**src/hdl/cvd_pkg.sv**
```systemverilog
// Shared types and constants for the canonical varint decoder.
// Holds the word record passed from the front end to the back end; no dependencies.
`default_nettype none

package cvd_pkg;

  // Last byte position of a varint in each mode (maximum length minus one).
  localparam logic [3:0] LAST_NARROW = 4'd4;
  localparam logic [3:0] LAST_WIDE   = 4'd9;

  // Final-byte limits at maximum length and the continuation bit.
  localparam logic [7:0] LIMIT_NARROW = 8'h10;
  localparam logic [7:0] LIMIT_WIDE   = 8'h02;
  localparam logic [7:0] CONT_BIT     = 8'h80;

  typedef enum logic [1:0] {
    ERR_NONE  = 2'd0,
    ERR_TRUNC = 2'd1,
    ERR_ZERO  = 2'd2,
    ERR_LARGE = 2'd3
  } err_t;

  // One classified word, as the front end hands it to the back end.
  typedef struct packed {
    logic [7:0] data_byte;
    logic [3:0] pos;
    logic       copy_valid;
    logic       done;
    logic       ok;
    err_t       err;
    logic       acc_add;
    logic       acc_restart;
    logic       value_en;
  } op_t;

  // Bit offset of the seven data bits at a byte position of a 32-bit varint.
  function automatic logic [4:0] shift_of(input logic [3:0] pos);
    logic [4:0] s;
    case (pos)
      4'd0: s = 5'd0;
      4'd1: s = 5'd7;
      4'd2: s = 5'd14;
      4'd3: s = 5'd21;
      4'd4: s = 5'd28;
      default: s = 5'd0;
    endcase
    return s;
  endfunction

endpackage

`default_nettype wire

```
**src/hdl/canonical_varint_decoder_core.sv**
```systemverilog
// Top level of the canonical varint decoder: mode register, front end,
// word queue and back end. Depends on cvd_pkg, cvd_front, cvd_queue, cvd_back.
`default_nettype none

// The block reads a byte stream of little-endian base-128 varints, one input
// word per byte, and returns exactly one result word for every input word.
// Each varint is checked for canonical form: a varint longer than one byte
// must not end in a zero byte, and a varint at maximum length (5 bytes for
// 32-bit values, 10 for 64-bit) must end in a byte of at most 0x0F or 0x01.
// With wide_mode clear the 32-bit value is built and reported on the word
// that ends the varint; with wide_mode set each byte is echoed on copy_byte
// for copying, except a rejected final byte at maximum length. A word with
// source_empty set ends a pending varint as truncated and otherwise yields
// an all-zero result. Throughput is one word per cycle while out_stall stays
// low. The front end classifies a word in the cycle it is accepted and writes
// it into a two-entry queue; from the queue head the back end applies it to
// the accumulator and loads the output register, which raises out_valid.
// Writing wide_mode restarts the decoder; write it only while the block is
// idle.

module canonical_varint_decoder_core (
  input  wire logic        clk,
  input  wire logic        rst,
  // Configuration: the single wide_mode register.
  input  wire logic        cfg_write,
  input  wire logic        cfg_data,
  // Input words.
  input  wire logic        in_valid,
  output logic             in_stall,
  input  wire logic [7:0]  data_byte,
  input  wire logic        source_empty,
  // Result words.
  output logic             out_valid,
  input  wire logic        out_stall,
  output logic [7:0]       copy_byte,
  output logic             copy_valid,
  output logic             varint_done,
  output logic             varint_ok,
  output logic [1:0]       error_code,
  output logic [31:0]      decoded_value
);
  import cvd_pkg::*;

  logic wide_mode;
  logic accept;
  logic take;
  logic q_full;
  logic q_empty;
  op_t  front_op;
  op_t  head_op;

  always_ff @(posedge clk) begin
    if (rst) begin
      wide_mode <= 1'b0;
    end else if (cfg_write) begin
      wide_mode <= cfg_data;
    end
  end

  // The queue absorbs a word while the output register waits to be taken.
  assign in_stall = q_full;
  assign accept   = in_valid && !q_full;

  // The back end moves the queue head into the output register whenever
  // that register is empty or is being taken in this cycle.
  assign take = !q_empty && (!out_valid || !out_stall);

  cvd_front u_front (
    .clk          (clk),
    .rst          (rst),
    .wide_mode    (wide_mode),
    .restart      (cfg_write),
    .accept       (accept),
    .data_byte    (data_byte),
    .source_empty (source_empty),
    .op           (front_op)
  );

  cvd_queue u_queue (
    .clk     (clk),
    .rst     (rst),
    .push    (accept),
    .push_op (front_op),
    .pop     (take),
    .head_op (head_op),
    .full    (q_full),
    .empty   (q_empty)
  );

  cvd_back u_back (
    .clk           (clk),
    .rst           (rst),
    .restart       (cfg_write),
    .take          (take),
    .op            (head_op),
    .out_stall     (out_stall),
    .out_valid     (out_valid),
    .copy_byte     (copy_byte),
    .copy_valid    (copy_valid),
    .varint_done   (varint_done),
    .varint_ok     (varint_ok),
    .error_code    (error_code),
    .decoded_value (decoded_value)
  );

endmodule

`default_nettype wire

```
**src/hdl/cvd_front.sv**
```systemverilog
// Front end of the canonical varint decoder: tracks the byte position and
// classifies each accepted word into an op_t record. Depends on cvd_pkg.
`default_nettype none

module cvd_front (
  input  wire logic        clk,
  input  wire logic        rst,
  input  wire logic        wide_mode,
  input  wire logic        restart,
  input  wire logic        accept,
  input  wire logic [7:0]  data_byte,
  input  wire logic        source_empty,
  output cvd_pkg::op_t     op
);
  import cvd_pkg::*;

  logic [3:0] byte_position;
  logic [3:0] byte_position_next;
  logic [3:0] last;
  logic [7:0] limit;
  logic [3:0] pos_c;

  always_comb begin
    last  = wide_mode ? LAST_WIDE : LAST_NARROW;
    limit = wide_mode ? LIMIT_WIDE : LIMIT_NARROW;
    pos_c = (byte_position > last) ? last : byte_position;

    op = '0;
    op.data_byte = data_byte;
    op.pos = pos_c;
    op.err = ERR_NONE;
    byte_position_next = byte_position;

    if (source_empty) begin
      // An empty source only matters when a varint is pending.
      if (byte_position != 4'd0) begin
        op.done = 1'b1;
        op.err = ERR_TRUNC;
        op.acc_restart = 1'b1;
        byte_position_next = 4'd0;
      end
    end else if (pos_c == last) begin
      op.done = 1'b1;
      op.acc_restart = 1'b1;
      byte_position_next = 4'd0;
      if (data_byte >= limit) begin
        op.err = ERR_LARGE;
      end else if (data_byte == 8'd0) begin
        op.err = ERR_ZERO;
      end else begin
        op.ok = 1'b1;
        op.copy_valid = wide_mode;
        op.value_en = !wide_mode;
      end
    end else begin
      op.copy_valid = wide_mode;
      op.acc_add = !wide_mode;
      if (data_byte < CONT_BIT) begin
        op.done = 1'b1;
        op.acc_restart = 1'b1;
        byte_position_next = 4'd0;
        if (pos_c != 4'd0 && data_byte == 8'd0) begin
          op.err = ERR_ZERO;
        end else begin
          op.ok = 1'b1;
          op.value_en = !wide_mode;
        end
      end else begin
        byte_position_next = pos_c + 4'd1;
      end
    end
  end

  always_ff @(posedge clk) begin
    if (rst || restart) begin
      byte_position <= 4'd0;
    end else if (accept) begin
      byte_position <= byte_position_next;
    end
  end

endmodule

`default_nettype wire

```
**src/hdl/cvd_queue.sv**
```systemverilog
// Two-entry queue of classified words between front end and back end.
// Depends on cvd_pkg for the op_t record.
`default_nettype none

module cvd_queue (
  input  wire logic    clk,
  input  wire logic    rst,
  input  wire logic    push,
  input  wire cvd_pkg::op_t push_op,
  input  wire logic    pop,
  output cvd_pkg::op_t head_op,
  output logic         full,
  output logic         empty
);
  import cvd_pkg::*;

  op_t        slots [2];
  logic       wr_ptr;
  logic       rd_ptr;
  logic [1:0] count;

  assign full    = (count == 2'd2);
  assign empty   = (count == 2'd0);
  assign head_op = slots[rd_ptr];

  always_ff @(posedge clk) begin
    if (push) begin
      slots[wr_ptr] <= push_op;
    end
  end

  always_ff @(posedge clk) begin
    if (rst) begin
      wr_ptr <= 1'b0;
      rd_ptr <= 1'b0;
      count  <= 2'd0;
    end else begin
      if (push) begin
        wr_ptr <= ~wr_ptr;
      end
      if (pop) begin
        rd_ptr <= ~rd_ptr;
      end
      case ({push, pop})
        2'b10:   count <= count + 2'd1;
        2'b01:   count <= count - 2'd1;
        default: count <= count;
      endcase
    end
  end

endmodule

`default_nettype wire

```
**src/hdl/cvd_back.sv**
```systemverilog
// Back end of the canonical varint decoder: holds the offset accumulator and
// the output register for result words. Depends on cvd_pkg.
`default_nettype none

module cvd_back (
  input  wire logic        clk,
  input  wire logic        rst,
  input  wire logic        restart,
  input  wire logic        take,
  input  wire cvd_pkg::op_t op,
  input  wire logic        out_stall,
  output logic             out_valid,
  output logic [7:0]       copy_byte,
  output logic             copy_valid,
  output logic             varint_done,
  output logic             varint_ok,
  output logic [1:0]       error_code,
  output logic [31:0]      decoded_value
);
  import cvd_pkg::*;

  logic [31:0] accumulator;
  logic [31:0] addend;
  logic [31:0] sum;

  // Each byte contributes (byte - 1) at its offset; the accumulator starts at
  // one, so the offsets cancel and the wrap of the low bits is harmless.
  always_comb begin
    addend = ({24'd0, op.data_byte} - 32'd1) << shift_of(op.pos);
    sum    = accumulator + addend;
  end

  always_ff @(posedge clk) begin
    if (rst || restart) begin
      accumulator <= 32'd1;
    end else if (take) begin
      if (op.acc_restart) begin
        accumulator <= 32'd1;
      end else if (op.acc_add) begin
        accumulator <= sum;
      end
    end
  end

  always_ff @(posedge clk) begin
    if (rst) begin
      out_valid <= 1'b0;
    end else if (take) begin
      out_valid <= 1'b1;
    end else if (!out_stall) begin
      out_valid <= 1'b0;
    end
  end

  always_ff @(posedge clk) begin
    if (take) begin
      copy_byte     <= op.copy_valid ? op.data_byte : 8'd0;
      copy_valid    <= op.copy_valid;
      varint_done   <= op.done;
      varint_ok     <= op.ok;
      error_code    <= op.err;
      decoded_value <= op.value_en ? sum : 32'd0;
    end
  end

endmodule

`default_nettype wire

```
**config.mk**
```make
export PLATFORM = sky130hd
export DESIGN_NAME = canonical_varint_decoder_core
export DESIGN_NICKNAME = d
export VERILOG_FILES = /design/src/hdl/cvd_pkg.sv /design/src/hdl/canonical_varint_decoder_core.sv /design/src/hdl/cvd_front.sv /design/src/hdl/cvd_queue.sv /design/src/hdl/cvd_back.sv
export SDC_FILE = /design/constraint.sdc
export NUM_CORES = 1
export LEC_CHECK = 0
export ABC_AREA = 1
export BUFFER_PORTS_ARGS = -buffer_cell sky130_fd_sc_hd__clkbuf_2
export CAP_MARGIN = 0
export CORE_MARGIN = 10
export CORE_UTILIZATION = 55
export DETAILED_ROUTE_END_ITERATION = 10
export PLACE_DENSITY = 0.73
export SLEW_MARGIN = 20
export SYNTH_ARGS = -nofsm -noshare
export SYNTH_HDL_FRONTEND = slang
export SYNTH_SLANG_ARGS = --single-unit
```
**constraint.sdc**
```tcl
create_clock -name clk -period 5.6 [get_ports clk]
set_input_delay 1.12 -clock clk [delete_from_list [all_inputs] [get_ports clk]]
set_output_delay 1.12 -clock clk [all_outputs]
set_load 0.02 [all_outputs]
```
==> qor.yml <==
logic_synthesis:
  yosysUniqueCellTypes: 50
  syn_avg_cell_area_um2: 8.04
  synth.yosys.seq_area_share_pct: 43.6
  synth.area.top_cells: "edfxtp_1 (32%), dfxtp_1 (11%), nand2_1 (11%), ha_1 (6.5%), a21oi_1 (6.1%)"
  synth.cell_area_um2: 7690
  syn_nets: 1012
  ys_ff_latch: 126
  syn_inst: 956
  yosysWarnings: 0
  synth_largest_area_cell: "edfxtp_1"
  synth.top_cell.area_share_pct: 32.4
placement:
  portBuffers: 61
  place_inst: 1179
  globalplace.congestion: 0.977
  pre_cts_ws_ns: 0.970
  place_hpwl_um: 13500
  place_area_um2: 8120
layout:
  final_util_pct: 63.8
  drive_gt1_share_pct: 16.0
  nets: 1075
  final_common_cell: "nand2_1"
  final_cell_mix: "nand2_1 (229), nor2_1 (106), inv_1 (99), a21oi_1 (93), edfxtp_1 (83)"
  diodes: 0
  final_cells: 1212
  final_cell_area_um2: 8790
  syn2layout_area_growth_pct: 14.3
power_and_ir_drop:
  internal_power_mw: 2.77
  clockPowerShare_pct: 24.4
  worst_ir_drop_vdd_mv: 0.378
  seqPwrFrac_pct: 29.3
  swShare_pct: 43.2
  power.density_nw_per_um2: 554
  power_leakage_nw: 3.97
  power.switching_mw: 2.10
  p_comb_share_pct: 46.3
worst_setup_path:
  worstPathArrival_ns: 4.83
  startpoint_type: "register"
  r2r_end: "u_back.decoded_value[29]$_SDFFCE_PN0P_"
  critPathKind: "reg -> reg"
  rrSetupSlack_ns: 0.94
  worstPathRequired_ns: 5.77
  critPathCaptureType: "register"
  r2r_cells: 24
  crit_path_max_fanout: 15
global_routing:
  antenna_found_initial: 0
  grt_pass1_vias: 6282
  grt_pass1_wl_um: 30400
  grt_overflow: 0
  grt_use_total_pct: 19.1
  grt_max_degree: 50
route:
  via_count: 6515
  viasPerCell: 5.38
  firstDrtPassIters: 5
  ant_nets: 0
  remaining_drc_errors: 0
  wl_um: 18400
  avgRoutedWirePerCell_um: 15.2
  initialDrtViolationCount: 555
clocking:
  cts_tree: "yes"
  cts_sinks: 126
  htree_levels: 4
  cts_setup_buffers: 0
  cts_resized: 0
  cts_hold_buf: 0
  cts.clk_slew.worst_paths_ns: 0.06
  cts_made_buffers: 17
  insertion_delay_ns: 0.42
  clockBufferDepth: 2
  cts_root_buffer: "clkbuf_16"
die:
  initial_core_util_pct: 55.8
  die_area_um2: 19100
  rows: 43
  dieWidth_um: 138
  io_pins: 62
  fp.dieH_um: 138
  core-area_um2: 13800
sta:
  fmax_ghz: 0.215
  layout_setup_ws_ns: 0.943
  period_minus_slack_ns: 4.66
  fin_skew_ns: 0.0122
  tightest_slew_ns: 1.05
  fin_crit_sh_pct: 83.2
  finalHoldViolations: 0
  rsz0062_at_grt: "no"
  maxSlewViolCount: 0
  tns_ns: 0
  final-setup-viol-count: 0
  relSlewSlack_pct: 29.5
run:
  cap_violations: 0
min_path:
  min_from: "u_queue.rd_ptr$_SDFFE_PP0P_"
  hold_depth: 1
  hold_end: "u_queue.rd_ptr$_SDFFE_PP0P_"
  hold_class: "reg -> reg"
status:
  status: "finished, final reports clean"
worst max path at each step:
stage	start	to	slack, ns	depth (start not counted)
detailed placement	register	u_back.decoded_value[29]$_SDFFCE_PN0P_	0.97	24
CTS	register	u_back.decoded_value[29]$_SDFFCE_PN0P_	0.97	24
global placement	register	u_back.decoded_value[29]$_SDFFCE_PN0P_	1.02	24
global route	register	u_back.decoded_value[29]$_SDFFCE_PN0P_	0.46	24
finish	register	u_back.decoded_value[29]$_SDFFCE_PN0P_	0.94	24
floorplan	register	u_back.decoded_value[29]$_SDFFCE_PN0P_	2.15	26
power groups by stage:
| stage | clock network [mW] | logic, mW | registers, mW |
|---|---|---|---|
| 4_1_cts | 1.20 | 2.24 | 1.43 |
| 3_5_place_dp | 0 | 2.23 | 1.44 |
| 3_3_place_gp | 0 | 2.22 | 1.44 |
| 5_1_grt | 1.24 | 2.51 | 1.46 |
| 6_report | 1.19 | 2.25 | 1.43 |
| 2_1_floorplan | 0 | 1.49 | 1.63 |
synthesized netlist by cell type, drive strengths merged:
cell type / number
a21boi: 2
a21o: 9
a21oi: 96
a2bb2oi: 1
a31oi: 3
and2: 1
and3: 1
buf: 12
clkbuf: 10
clkinv: 1
dfxtp: 43
edfxtp: 83
fa: 1
ha: 40
inv: 108
mux2i: 3
nand2: 248
nand3: 48
nand3b: 3
nand4: 7
nor2: 114
nor2b: 2
nor3: 9
nor4: 4
o211ai: 4
o21a: 3
o21ai: 55
o21bai: 4
o22ai: 1
o31ai: 1
or2: 15
xnor2: 7
xor2: 17
cell type report:
class | instances | area [µm²]
flip-flops and latches | 126 | 3350
clock inverters | 12 | 181
inverters | 109 | 413
repair buffers | 66 | 363
multi-input cells | 699 | 3790
clock buffers | 20 | 457
fillers | 1205 | 4990
well taps | 180 | 225
critical path: stages, from the launching register on:
cell and delay, ns:
dfxtp_1 0.82, inv_4 0.20, nand2_1 0.13, nand2_2 0.12, ha_1 0.28, nand2_1 0.08
nor2_1 0.05, xor2_1 0.19, mux2i_1 0.14, nand2_1 0.09, nand2_1 0.08, o21ai_1 0.23
nor2_1 0.11, ha_1 0.36, nand2_1 0.15, nor2_1 0.16, nand4_1 0.09, o21ai_0 0.42
nand2_1 0.11, nand2_1 0.20, nand3_1 0.16, nand2_1 0.09, nand2_1 0.06, nand2_1 0.07
nor2_1 0.04
routing by layer:
layer / vias up / track usage [%] / wire length (µm)
met5: - / 0 / 0
met3: 19 / 4.76 / 1060
met1: 3020 / 24.9 / 8590
met4: 0 / 6.05 / 265
met2: 166 / 30.5 / 8480
li1: 3310 / - / -
stage by stage:
stage / power (mW) / hold WS [ns]
floorplan: 3.11 / 0.425
global placement: 3.66 / 0.438
detailed placement: 3.68 / 0.449
CTS: 4.87 / 0.459
global route: 5.21 / 0.481
finish: 4.86 / 0.456
registers in the layout (all words and copies together), names as in the netlist, 2 cells and up, named ones only:
signal                 count
u_back.decoded_value      32
u_back.copy_byte           8
u_front.byte_position      4
u_queue.slots             38
u_queue.count              2
u_back.accumulator        32
u_back.error_code          2
logic make-up (layout without fill, tap and decap cells):
group,count (synthesis),in the layout,synth area share [%]
simple gates,452,452,25.9
compound gates,179,179,13.3
buf+inv,131,207,7.22
flops,126,126,43.6
fa+ha+maj,41,41,6.77
xor+xnor,24,24,2.73
mux,3,3,0.391
Power figures use the tool's default switching activity.
